File: src/ring_fifo_with_segment_lengths_top_macros.svh
// Assertion macros for the ring FIFO with segment lengths
`ifndef RING_FIFO_WITH_SEGMENT_LENGTHS_TOP_MACROS_SVH
`define RING_FIFO_WITH_SEGMENT_LENGTHS_TOP_MACROS_SVH

// flag a condition that must never hold
`define RFSL_ASSERT_NEVER(lbl, expr, msg) \
    lbl: assert property (@(posedge aclk) disable iff (!aresetn) !(expr)) else $error(msg);

// require a consequence in the same cycle as its antecedent
`define RFSL_ASSERT_IMPLIES(lbl, ante, cons, msg) \
    lbl: assert property (@(posedge aclk) disable iff (!aresetn) (ante) |-> (cons)) \
        else $error(msg);

`endif

File: src/rfsl_pkg.sv
// Shared types and constants for the ring FIFO with segment lengths
package rfsl_pkg;

    localparam int DEPTH   = 8;
    localparam int IDX_W   = $clog2(DEPTH);
    localparam int LEN_W   = $clog2(DEPTH + 1);
    localparam int ENTRY_W = 32;
    localparam int Q_DEPTH = 2;
    localparam int QP_W    = $clog2(Q_DEPTH);
    localparam int QC_W    = $clog2(Q_DEPTH + 1);

    typedef enum logic [2:0] {
        OP_CLEAR   = 3'd0,
        OP_PUSH    = 3'd1,
        OP_POP     = 3'd2,
        OP_PEEK    = 3'd3,
        OP_WRITE   = 3'd4,
        OP_ADVANCE = 3'd5,
        OP_READ    = 3'd6,
        OP_STATUS  = 3'd7
    } op_t;

    typedef enum logic {
        BK_TAKE,
        BK_RESP
    } back_state_t;

    typedef struct packed {
        op_t                  op;
        logic [ENTRY_W-1:0]   entry;
        logic [IDX_W-1:0]     slot;
        logic [3:0]           count;
    } cmd_t;

    typedef struct packed {
        logic valid;
        logic ready;
    } hs_t;

endpackage

File: src/rfsl_front.sv
// Front end: accepts input words, decodes them into commands and queues them
module rfsl_front import rfsl_pkg::*; (
    input  logic        aclk,
    input  logic        aresetn,
    input  logic        s_valid,
    output logic        s_ready,
    input  logic [2:0]  s_action,
    input  logic [15:0] s_task_id,
    input  logic [15:0] s_proc_addr,
    input  logic [2:0]  s_slot,
    input  logic [3:0]  s_count,
    output hs_t         q_hs_out,
    input  logic        q_take,
    output cmd_t        q_cmd
);

    cmd_t            q_mem [Q_DEPTH];
    logic [QP_W-1:0] wr_ptr_reg, wr_ptr_next;
    logic [QP_W-1:0] rd_ptr_reg, rd_ptr_next;
    logic [QC_W-1:0] cnt_reg, cnt_next;
    cmd_t            dec_cmd;
    logic            push;
    logic            pop;

    always_comb begin
        dec_cmd.op    = op_t'(s_action);
        dec_cmd.entry = {s_task_id, s_proc_addr};
        dec_cmd.slot  = IDX_W'(32'(s_slot) % DEPTH);
        dec_cmd.count = s_count;
    end

    assign s_ready        = (cnt_reg != QC_W'(Q_DEPTH));
    assign push           = s_valid && s_ready;
    assign q_hs_out.valid = (cnt_reg != '0);
    assign q_hs_out.ready = s_ready;
    assign pop            = q_take && q_hs_out.valid;
    assign q_cmd          = q_mem[rd_ptr_reg];

    always_comb begin
        wr_ptr_next = wr_ptr_reg;
        rd_ptr_next = rd_ptr_reg;
        cnt_next    = cnt_reg;
        if (push) begin
            wr_ptr_next = (wr_ptr_reg == QP_W'(Q_DEPTH - 1)) ? '0 : wr_ptr_reg + 1'b1;
        end
        if (pop) begin
            rd_ptr_next = (rd_ptr_reg == QP_W'(Q_DEPTH - 1)) ? '0 : rd_ptr_reg + 1'b1;
        end
        case ({push, pop})
            2'b10:   cnt_next = cnt_reg + 1'b1;
            2'b01:   cnt_next = cnt_reg - 1'b1;
            default: cnt_next = cnt_reg;
        endcase
    end

    always_ff @(posedge aclk) begin
        if (!aresetn) begin
            wr_ptr_reg <= '0;
            rd_ptr_reg <= '0;
            cnt_reg    <= '0;
        end else begin
            wr_ptr_reg <= wr_ptr_next;
            rd_ptr_reg <= rd_ptr_next;
            cnt_reg    <= cnt_next;
        end
    end

    always_ff @(posedge aclk) begin
        if (push) begin
            q_mem[wr_ptr_reg] <= dec_cmd;
        end
    end

endmodule

File: src/rfsl_back.sv
// Back end: executes commands on the ring store and registers the result word
module rfsl_back import rfsl_pkg::*; (
    input  logic        aclk,
    input  logic        aresetn,
    input  hs_t         q_hs_in,
    output logic        q_take,
    input  cmd_t        q_cmd,
    output logic        m_valid,
    input  logic        m_ready,
    output logic        m_ok,
    output logic [15:0] m_out_task,
    output logic [15:0] m_out_addr,
    output logic        m_is_empty,
    output logic        m_is_full,
    output logic [3:0]  m_len_to_end,
    output logic [3:0]  m_len_from_start
);

    logic [ENTRY_W-1:0] mem [DEPTH];
    logic [ENTRY_W-1:0] rdata_reg;

    back_state_t      state_reg, state_next;
    logic [IDX_W-1:0] head_reg, head_next;
    logic [IDX_W-1:0] tail_reg, tail_next;
    logic             empty_reg, empty_next;
    logic             full_reg, full_next;
    logic             ok_reg, ok_next;
    logic             show_reg, show_next;
    logic             m_valid_reg, m_valid_next;
    logic             m_ok_reg, m_ok_next;
    logic [15:0]      m_task_reg, m_task_next;
    logic [15:0]      m_addr_reg, m_addr_next;
    logic             m_empty_reg, m_empty_next;
    logic             m_full_reg, m_full_next;
    logic [3:0]       m_lte_reg, m_lte_next;
    logic [3:0]       m_lfs_reg, m_lfs_next;

    logic             we;
    logic [IDX_W-1:0] waddr;
    logic [IDX_W-1:0] raddr;
    logic [IDX_W-1:0] head_inc;
    logic [IDX_W-1:0] tail_inc;
    logic [LEN_W-1:0] occ;
    logic [LEN_W-1:0] free_cnt;
    logic [LEN_W-1:0] adv_cnt;
    logic [LEN_W:0]   tail_sum;
    logic [IDX_W-1:0] tail_adv;
    logic             take;

    assign head_inc = (head_reg == IDX_W'(DEPTH - 1)) ? '0 : head_reg + 1'b1;
    assign tail_inc = (tail_reg == IDX_W'(DEPTH - 1)) ? '0 : tail_reg + 1'b1;

    always_comb begin
        if (empty_reg) begin
            occ = '0;
        end else if (full_reg) begin
            occ = LEN_W'(DEPTH);
        end else if (tail_reg > head_reg) begin
            occ = LEN_W'(tail_reg) - LEN_W'(head_reg);
        end else begin
            occ = LEN_W'(tail_reg) + LEN_W'(DEPTH) - LEN_W'(head_reg);
        end
        free_cnt = LEN_W'(DEPTH) - occ;
        adv_cnt  = ({1'b0, q_cmd.count} > (LEN_W + 1)'(free_cnt)) ? free_cnt
                                                                    : LEN_W'(q_cmd.count);
        tail_sum = (LEN_W + 1)'(tail_reg) + (LEN_W + 1)'(adv_cnt);
        tail_adv = (tail_sum >= (LEN_W + 1)'(DEPTH)) ? IDX_W'(tail_sum - (LEN_W + 1)'(DEPTH))
                                                     : IDX_W'(tail_sum);
    end

    assign take   = (state_reg == BK_TAKE) && q_hs_in.valid && (!m_valid_reg || m_ready);
    assign q_take = take;

    always_comb begin
        state_next   = state_reg;
        head_next    = head_reg;
        tail_next    = tail_reg;
        empty_next   = empty_reg;
        full_next    = full_reg;
        ok_next      = ok_reg;
        show_next    = show_reg;
        we           = 1'b0;
        waddr        = q_cmd.slot;
        raddr        = q_cmd.slot;
        m_valid_next = m_valid_reg && !m_ready;
        m_ok_next    = m_ok_reg;
        m_task_next  = m_task_reg;
        m_addr_next  = m_addr_reg;
        m_empty_next = m_empty_reg;
        m_full_next  = m_full_reg;
        m_lte_next   = m_lte_reg;
        m_lfs_next   = m_lfs_reg;

        case (state_reg)
            BK_TAKE: begin
                if (take) begin
                    state_next = BK_RESP;
                    ok_next    = 1'b1;
                    show_next  = 1'b0;
                    case (q_cmd.op)
                        OP_CLEAR: begin
                            head_next  = '0;
                            tail_next  = '0;
                            empty_next = 1'b1;
                            full_next  = 1'b0;
                        end
                        OP_PUSH: begin
                            if (full_reg) begin
                                ok_next = 1'b0;
                            end else begin
                                we         = 1'b1;
                                waddr      = tail_reg;
                                tail_next  = tail_inc;
                                full_next  = (tail_inc == head_reg);
                                empty_next = 1'b0;
                            end
                        end
                        OP_POP: begin
                            raddr = head_reg;
                            if (empty_reg) begin
                                ok_next = 1'b0;
                            end else begin
                                show_next  = 1'b1;
                                head_next  = head_inc;
                                empty_next = (head_inc == tail_reg);
                                full_next  = 1'b0;
                            end
                        end
                        OP_PEEK: begin
                            raddr = head_reg;
                            if (empty_reg) begin
                                ok_next = 1'b0;
                            end else begin
                                show_next = 1'b1;
                            end
                        end
                        OP_WRITE: begin
                            we = 1'b1;
                        end
                        OP_ADVANCE: begin
                            if (adv_cnt != '0) begin
                                tail_next  = tail_adv;
                                full_next  = full_reg || (tail_adv == head_reg);
                                empty_next = 1'b0;
                            end
                        end
                        OP_READ: begin
                            show_next = 1'b1;
                        end
                        default: begin
                        end
                    endcase
                end
            end
            BK_RESP: begin
                state_next   = BK_TAKE;
                m_valid_next = 1'b1;
                m_ok_next    = ok_reg;
                m_task_next  = show_reg ? rdata_reg[31:16] : 16'd0;
                m_addr_next  = show_reg ? rdata_reg[15:0] : 16'd0;
                m_empty_next = empty_reg;
                m_full_next  = full_reg;
                if (empty_reg) begin
                    m_lte_next = '0;
                    m_lfs_next = '0;
                end else if (tail_reg > head_reg) begin
                    m_lte_next = 4'(tail_reg) - 4'(head_reg);
                    m_lfs_next = '0;
                end else begin
                    m_lte_next = 4'(DEPTH) - 4'(head_reg);
                    m_lfs_next = 4'(tail_reg);
                end
            end
            default: begin
                state_next = BK_TAKE;
            end
        endcase
    end

    always_ff @(posedge aclk) begin
        if (!aresetn) begin
            state_reg   <= BK_TAKE;
            head_reg    <= '0;
            tail_reg    <= '0;
            empty_reg   <= 1'b1;
            full_reg    <= 1'b0;
            m_valid_reg <= 1'b0;
        end else begin
            state_reg   <= state_next;
            head_reg    <= head_next;
            tail_reg    <= tail_next;
            empty_reg   <= empty_next;
            full_reg    <= full_next;
            m_valid_reg <= m_valid_next;
        end
    end

    always_ff @(posedge aclk) begin
        ok_reg      <= ok_next;
        show_reg    <= show_next;
        m_ok_reg    <= m_ok_next;
        m_task_reg  <= m_task_next;
        m_addr_reg  <= m_addr_next;
        m_empty_reg <= m_empty_next;
        m_full_reg  <= m_full_next;
        m_lte_reg   <= m_lte_next;
        m_lfs_reg   <= m_lfs_next;
    end

    always_ff @(posedge aclk) begin
        if (we) begin
            mem[waddr] <= q_cmd.entry;
        end
        rdata_reg <= mem[raddr];
    end

    assign m_valid          = m_valid_reg;
    assign m_ok             = m_ok_reg;
    assign m_out_task       = m_task_reg;
    assign m_out_addr       = m_addr_reg;
    assign m_is_empty       = m_empty_reg;
    assign m_is_full        = m_full_reg;
    assign m_len_to_end     = m_lte_reg;
    assign m_len_from_start = m_lfs_reg;

endmodule

File: src/ring_fifo_with_segment_lengths_top.sv
// Top level of the ring FIFO with segment lengths
// Each input word is one action on an eight-entry ring of (task id, processor
// address) entries: clear, push, pop, peek, slot write, tail advance, slot read
// or status. Every word yields exactly one result word with the outcome, the
// entry read (or zero), the empty and full flags after the action and the two
// occupied segment lengths. Input words enter a two-word command queue; the
// execution stage takes one word in its take state, where it updates the
// indices and reads the store, then loads the result register in its
// response state before it takes the next word; it does not take a word
// while a result is held by a stalled result side. Store entries are not
// cleared by reset or by the clear action.
`include "ring_fifo_with_segment_lengths_top_macros.svh"

module ring_fifo_with_segment_lengths_top import rfsl_pkg::*; (
    input  logic        aclk,
    input  logic        aresetn,
    input  logic        s_valid,
    output logic        s_ready,
    input  logic [2:0]  s_action,
    input  logic [15:0] s_task_id,
    input  logic [15:0] s_proc_addr,
    input  logic [2:0]  s_slot,
    input  logic [3:0]  s_count,
    output logic        m_valid,
    input  logic        m_ready,
    output logic        m_ok,
    output logic [15:0] m_out_task,
    output logic [15:0] m_out_addr,
    output logic        m_is_empty,
    output logic        m_is_full,
    output logic [3:0]  m_len_to_end,
    output logic [3:0]  m_len_from_start
);

    hs_t  q_hs;
    logic q_take;
    cmd_t q_cmd;

    rfsl_front u_front (
        .aclk        (aclk),
        .aresetn     (aresetn),
        .s_valid     (s_valid),
        .s_ready     (s_ready),
        .s_action    (s_action),
        .s_task_id   (s_task_id),
        .s_proc_addr (s_proc_addr),
        .s_slot      (s_slot),
        .s_count     (s_count),
        .q_hs_out    (q_hs),
        .q_take      (q_take),
        .q_cmd       (q_cmd)
    );

    rfsl_back u_back (
        .aclk             (aclk),
        .aresetn          (aresetn),
        .q_hs_in          (q_hs),
        .q_take           (q_take),
        .q_cmd            (q_cmd),
        .m_valid          (m_valid),
        .m_ready          (m_ready),
        .m_ok             (m_ok),
        .m_out_task       (m_out_task),
        .m_out_addr       (m_out_addr),
        .m_is_empty       (m_is_empty),
        .m_is_full        (m_is_full),
        .m_len_to_end     (m_len_to_end),
        .m_len_from_start (m_len_from_start)
    );

    `RFSL_ASSERT_NEVER(a_empty_and_full, m_valid && m_is_empty && m_is_full, "empty and full together")
    `RFSL_ASSERT_IMPLIES(a_empty_lengths, m_valid && m_is_empty, (m_len_to_end == 4'd0) && (m_len_from_start == 4'd0), "nonzero length while empty")
    `RFSL_ASSERT_IMPLIES(a_fail_no_data, m_valid && !m_ok, (m_out_task == 16'd0) && (m_out_addr == 16'd0), "data on failed action")
    `RFSL_ASSERT_NEVER(a_take_empty_queue, q_take && !q_hs.valid, "command taken from empty queue")

endmodule

File: config.mk
export PLATFORM = sky130hd
export DESIGN_NAME = ring_fifo_with_segment_lengths_top
export DESIGN_NICKNAME = d
export VERILOG_FILES = /design/src/rfsl_pkg.sv /design/src/rfsl_front.sv /design/src/rfsl_back.sv /design/src/ring_fifo_with_segment_lengths_top.sv
export VERILOG_INCLUDE_DIRS = /design/src /design/src/src
export SDC_FILE = /design/constraint.sdc
export NUM_CORES = 1
export LEC_CHECK = 0
export ABC_AREA = 1
export BUFFER_PORTS_ARGS = -buffer_cell sky130_fd_sc_hd__buf_2
export CAP_MARGIN = 40
export CORE_MARGIN = 1.5
export CORE_UTILIZATION = 50
export DETAILED_ROUTE_END_ITERATION = 10
export GPL_ROUTABILITY_DRIVEN = 0
export HOLD_SLACK_MARGIN = 0.1
export PLACE_DENSITY_LB_ADDON = 0.1
export SETUP_SLACK_MARGIN = 0.15
export SKIP_LAST_GASP = 1
export SLEW_MARGIN = 5
export SYNTH_ARGS = -nofsm -noshare
export SYNTH_HDL_FRONTEND = slang
export SYNTH_SLANG_ARGS = --single-unit
export TNS_END_PERCENT = 5
File: constraint.sdc
create_clock -name aclk -period 6.8 [get_ports aclk]
set_clock_uncertainty 0.1 [all_clocks]
set_input_delay 0.68 -clock aclk [delete_from_list [all_inputs] [get_ports aclk]]
set_output_delay 0.68 -clock aclk [all_outputs]
set_load 0.02 [all_outputs]
== After elaboration in Yosys (flattened, before gate mapping) ==
Memories as Yosys holds them, arrays and structs flattened. A register that Yosys moved wholly into a read port is not among the register bits.
Cells that the tools add are included.
Storage, ports and cells
  RAM bits: 340
  output and inout port bits: 45
  input bits: 46
  logic and storage cells: 125
  register bits after elaboration: 59
  memories: 2
Cells by class
  $add $sub $neg: 13
  mux-type cells: 47
  equal/unequal tests: 17
  magnitude comparators: 3
  bitwise operators: 1
  reduce and logical (&&, ||, !) cells: 23
Memory list
  u_back.mem: depth 8, width 32, rd ports 1, clocked after Yosys merged registers in 1, write ports 1, line rfsl_back.sv:19  | logic [ENTRY_W-1:0] mem [DEPTH];
  u_front.q_mem: depth 2, width 42, rd ports 1, clocked after Yosys merged registers in 1, write ports 1, line rfsl_front.sv:17  | cmd_t q_mem [Q_DEPTH];
Operator list (count)
  $mux 3: 13
  $mux 1: 20
  $mux 4: 5
  $eq 3x3->1 const B: 5
  $reduce_and 5->1: 3
  $eq 3x3->1: 3
  $pmux 3 s3: 1
  $pmux 1 s2: 4
  $pmux 1 s4: 2
  $reduce_bool 4->1: 2
  $add 3x1->3 const B: 2
  $eq 3x2->1 const B: 2
  $ne 2x2->1 const B: 3
  $pmux 3 s2: 1
  $reduce_bool 2->1: 3
  $add 3x4->5: 1
  $ge 5x4->1 const B: 1
  $logic_and 1x1->1: 5
  $add 3x4->4 const B: 1
  $gt 4x4->1: 1
  $pmux 2 s2: 1
  $reduce_and 4->1: 1
  $reduce_or 2->1: 2
  $sub 3x3->4: 1
  18 further kinds: 21

== Depth between registers and ports, before layout ==
  depth in word-level cells: 15
  mapped depth: 36
  depth with buffers taken out: 36

== By module ==
Synthesis repeated with hierarchy kept, for this count alone.
Unflattened totals
  cell total of the unflattened synthesis: 1348
  area total of the unflattened synthesis: 17468.0 µm²
By module, submodules not included
  rfsl_back: seq. area each 9849.4 µm², instances 1, area each 13983.4 µm², cells each 1180
  rfsl_front: seq. area each 2622.5 µm², instances 1, area each 3484.6 µm², cells each 168

== Worst setup path after synthesis ==
Ideal clock, no wire load.
  path kind: reg2reg
  start: register u_back.tail_reg[0]
  end: register u_back.full_reg
  setup time: 0.109 ns
  path slack: 2.566 ns
  path buffers: 0
  stages on the path, launching flop included: 34
  clock period less this slack: 4.234 ns
  arrival: 4.025 ns
  path through: dfxtp_1 > inv_1 > ha_1 > inv_1 > fa_1 > inv_1 > fa_1 > inv_1 > nand2_1 > nand3_1 > inv_1 > nand3_1 > nand2_1 > ha_1 > nand2_1 > inv_1 > nand3_1 > nand2_1 > nand2_1 > nand2_1 > inv_1 > ha_1 > fa_1 > xor2_1 > inv_1 > nand3_1 > nand2_1 > nand2_1 > nand3_1 > nand2_1 > nand2_1 > nand2_1 > nand2_1 > inv_1
On the way
  longest elaborated chain between the ends: 15
  elaborated cells between the ends (all ways): 26
  classes of those cells: 7 x add/sub; 3 x order compare; 4 x eq/ne; 9 x mux; 3 x reduce/logical
Ends and longest elaborated chain
  start, declared: line rfsl_back.sv:24  | logic [IDX_W-1:0] tail_reg, tail_next;
  start signal, assigned: line rfsl_back.sv:191  | tail_reg <= tail_next;
  $add 3x4->4: line rfsl_back.sv:61  | occ = LEN_W'(tail_reg) + LEN_W'(DEPTH) - LEN_W'(head_reg);
  $sub 4x3->4: line rfsl_back.sv:61
  $mux 4: line rfsl_back.sv:58  | end else if (tail_reg > head_reg) begin
  $mux 4: line rfsl_back.sv:56  | end else if (full_reg) begin
  $mux 4: line rfsl_back.sv:54  | if (empty_reg) begin
  $sub 4x4->4: line rfsl_back.sv:63  | free_cnt = LEN_W'(DEPTH) - occ;
  $gt 4x4->1: line rfsl_back.sv:64  | adv_cnt = ({1'b0, q_cmd.count} > (LEN_W + 1)'(free_cnt)) ? free_cnt
  $mux 4: line rfsl_back.sv:64
  $add 3x4->5: line rfsl_back.sv:66  | tail_sum = (LEN_W + 1)'(tail_reg) + (LEN_W + 1)'(adv_cnt);
  $ge 5x4->1 or $sub 3x1->3 (tied branches): line rfsl_back.sv:67  | tail_adv = (tail_sum >= (LEN_W + 1)'(DEPTH)) ? IDX_W'(tail_sum - (LEN_W + 1)'(DEPTH))
  $mux 3: line rfsl_back.sv:67
  $eq 3x3->1: line rfsl_back.sv:143  | full_next = full_reg || (tail_adv == head_reg);
  $logic_or 1x1->1: line rfsl_back.sv:143
  $mux 1: line rfsl_back.sv:141  | if (adv_cnt != '0) begin
  $pmux 1 s4: line rfsl_back.sv:100  | case (q_cmd.op)
  end signal, assigned: line rfsl_back.sv:193  | full_reg <= full_next;
  end, declared: line rfsl_back.sv:26  | logic full_reg, full_next;
Several ways; a longest one is shown, not always the timed one. The select of a mux whose other input is x is not followed.
A chain may end at the register's enable or synchronous reset.

== Worst setup path after layout ==
Ends and elaborated chain as after synthesis.

==> summary.txt <==
Clock network
  – H-tree Lvls: 2
  – # clock sinks: 431
  – CTS Root Cell: clkbuf_16
  – Post-CTS Setup Inserts: 0
  – Clock slew at reported path FFs: 60 ps
  – Clk_lat worst skew: 520 ps
  – CTS tree: yes
  – Post-cts resize count: 0
  – Num CTS Buffers: 43
  – Max clock buf depth: 3
  – Post-CTS Hold Fix Bufs: 0

Hold path
  – Hold WC Path Type: in -> reg

Route
  – WL per Instance: 17.8 µm
  – Initial DRC count: 599
  – Final wirelength: 33800 µm
  – DRC viols: 0
  – DR vias: 9827
  – Antenna-violating nets left: 0
  – Total iterations of the first detailed-routing run: 5
  – Mean number of vias per cell: 5.19

Setup path
  – Crit path launch type: flop
  – Crit-path most repeated cell: nand2_1
  – Kind of cell adding the most delay to the critical path: adder cells
  – CP Data Arrival Time: 5040 ps
  – CP Capture Type: flop
  – Slowest-stage cell, CP: fa_1
  – Crit-path max cell delay: 420 ps
  – WS Path Type: reg -> reg
  – Worst EP required: 7120 ps
  – WP buf/inv: 9
  – Crit-path max FO: 6

Timing
  – Unrepaired setup endpoints after global routing: false
  – Period utilisation layout: 69.5%
  – Setup violations, final: 0
  – Worst Tran Pin Value: 869 ps
  – Slew HR: 42.1%
  – F_max: 212 MHz
  – Endpoints failing hold: 0
  – Final critical-path required period: 4720 ps
  – Total negative slack: 0 ps
  – Slew Viols, Final: 0

Logic synthesis
  – Synth Area in Simple Gates: 10.0%
  – Post-synthesis sequential area ratio: 72.7%
  – Prevailing post-synth register cell: edfxtp_1
  – Mux cell area share after synthesis: 2.28%
  – Number of distinct library cells after synthesis: 41
  – Yosys reg bits: 431
  – Post-synth EDFFs: 384
  – Adder-cell area share of the yosys netlist: 1.44%
  – Main combinational cell family by area after synthesis: simple AND/OR/NAND/NOR gates
  – XOR/XNOR share of the synthesized area: 0.409%
  – Mapped Cells: 1314
  – Synthesized area: 0.0172 mm²
  – Synth warn: 0
  – Async SR Flop Fraction: 0%
  – Complex-gate fraction of the synthesized area: 8.42%
  – Synth Net Count: 1378
  – Syn Area/Cell: 13.1 µm²

Floorplanning
  – Die width: 188 µm
  – Cell row count: 67
  – Num ports: 91
  – Initial core utilization: 51.0%
  – Core box area: 0.0336 mm²
  – Die Y: 188 µm
  – Die Footprint: 0.0354 mm²

Finish
  – Fin nets: 1475
  – Diodes inserted: 0
  – Layout cells sized above 1: 17.1%
  – Max reg flops: 256
  – Final Cell Area: 0.0194 mm²
  – Synth-to-Final Area Change: 13.0%

Power
  – Clock share of power: 26.6%
  – Total net switching power: 2760 µW
  – Switching Share: 33.6%
  – Pint: 5470 µW
  – Power density cells: 425 mW/mm²
  – LEAKAGE: 0.00717 µW
  – Logic pwr share: 29.9%
  – Register share of total power: 43.5%
  – Peak supply drop: 0.229 mV

Global route
  – First-pass GRT wire length: 53800 µm
  – Grt total ovfl: 0
  – Pin count of the biggest net entering global routing: 87
  – Tot GR Track Use: 19.6%
  – Vias in the first global route: 9891
  – Initial antenna violation count: 0

Outcome
  – Status: finished, final reports clean

Placed design
  – Hpwl dp: 18900 µm
  – IO Port Bufs: 89
  – Cell area after placement: 0.0181 mm²

Flow run
  – Max Cap Violations: 0
routing by layer:
layer	vias to the layer above	share of wire [%]	routed length (µm)	GRT usage (%)
met3	51	4.0	1370	2.81
li1	4812	-	-	-
met5	-	0	0	0
met1	4751	45	15200	26.5
met2	213	49	16500	33.4
met4	0	1.9	628	5.11
through the flow:
stage / std cells / setup WS [ps] / total power (µW) / hold WS, ps / utilization [%]
6_report: 1892 / 2080 / 8230 / 240 / 57.7
5_1_grt: 1892 / 1590 / 8750 / 219 / 57.7
4_1_cts: 1892 / 2090 / 8320 / 213 / 57.7
3_5_place_dp: 1814 / 2100 / 6130 / 305 / 53.8
3_3_place_gp: 1813 / 2290 / 6060 / 301 / 53.7
2_1_floorplan: 1314 / 2570 / 5460 / 300 / -
logic make-up (layout without fill, tap and decap cells):
family | Yosys count | in the layout
simple gates | 399 | 399
other cells | 1 | 1
mux | 35 | 35
buf+inv | 176 | 306
compound gates | 246 | 246
flops | 431 | 431
xor+xnor | 8 | 8
fa+ha+maj | 18 | 18
cell type report:
class                   instances  area, µm²
inverters                     120        452
flip-flops and latches        431      12500
well taps                     448        561
multi-input cells             707       3980
repair buffers                108        608
clock buffers                  67       1260
clock inverters                11       56.3
fillers                      2717      14200
layout by cell type, fill, tap and decap left out, types with 45 or more instances in the layout:
cell type and instances:
or2_1 46, dfxtp_1 45, o21ai_0 71, o211ai_1 64, inv_1 104, nand2_1 139, o21ai_1 77, nor2_1 154
buf_2 89, edfxtp_1 384
synth_stat cells (2+ instances only):
library cell | number | area share (%)
nand3_1 | 20 | 0.58
nand2_1 | 139 | 3.0
xnor2_1 | 2 | 0.10
mux2i_1 | 3 | 0.18
or2_2 | 14 | 0.51
o21ai_2 | 3 | 0.15
buf_2 | 24 | 0.70
nand2_2 | 3 | 0.11
buf_1 | 3 | 0.066
or2_0 | 4 | 0.15
xor2_1 | 6 | 0.31
a21oi_1 | 22 | 0.64
fa_1 | 3 | 0.35
o21ai_1 | 78 | 2.3
a211oi_1 | 4 | 0.18
inv_1 | 104 | 2.3
o21ai_0 | 71 | 2.1
buf_4 | 4 | 0.18
ha_1 | 15 | 1.1
dfxtp_1 | 47 | 5.5
o211ai_1 | 64 | 2.8
inv_2 | 8 | 0.18
buf_6 | 13 | 0.85
or2_1 | 46 | 1.7
nor3_1 | 3 | 0.088
clkbuf_1 | 12 | 0.26
mux2_2 | 32 | 2.1
clkinv_1 | 8 | 0.18
nor2_1 | 164 | 3.6
edfxtp_1 | 384 | 67
power by group through the flow:
stage | clock, µW | combinational (µW) | sequential [µW]
3_5_place_dp | 0 | 2490 | 3640
3_3_place_gp | 0 | 2420 | 3630
4_1_cts | 2240 | 2500 | 3590
6_report | 2190 | 2460 | 3580
5_1_grt | 2350 | 2790 | 3610
2_1_floorplan | 0 | 1770 | 3690
path summary, 6_finish.rpt:
path	cells after the start	endpoint	start	slack, ps
setup / recovery	35	u_back.full_reg$_SDFFE_PN0P_	u_back.tail_reg[0]$_SDFFE_PN0P_	2080
hold / removal	1	u_front.q_mem[0][38]$_DFFE_PP_	s_task_id[15]	240
setup reg to reg	35	u_back.full_reg$_SDFFE_PN0P_	u_back.tail_reg[0]$_SDFFE_PN0P_	2080
hold reg to reg	0	u_back.m_ok$_DFFE_PP_	u_back.ok_reg$_DFFE_PP_	320
Note: power is estimated with default switching activity, not from simulation.
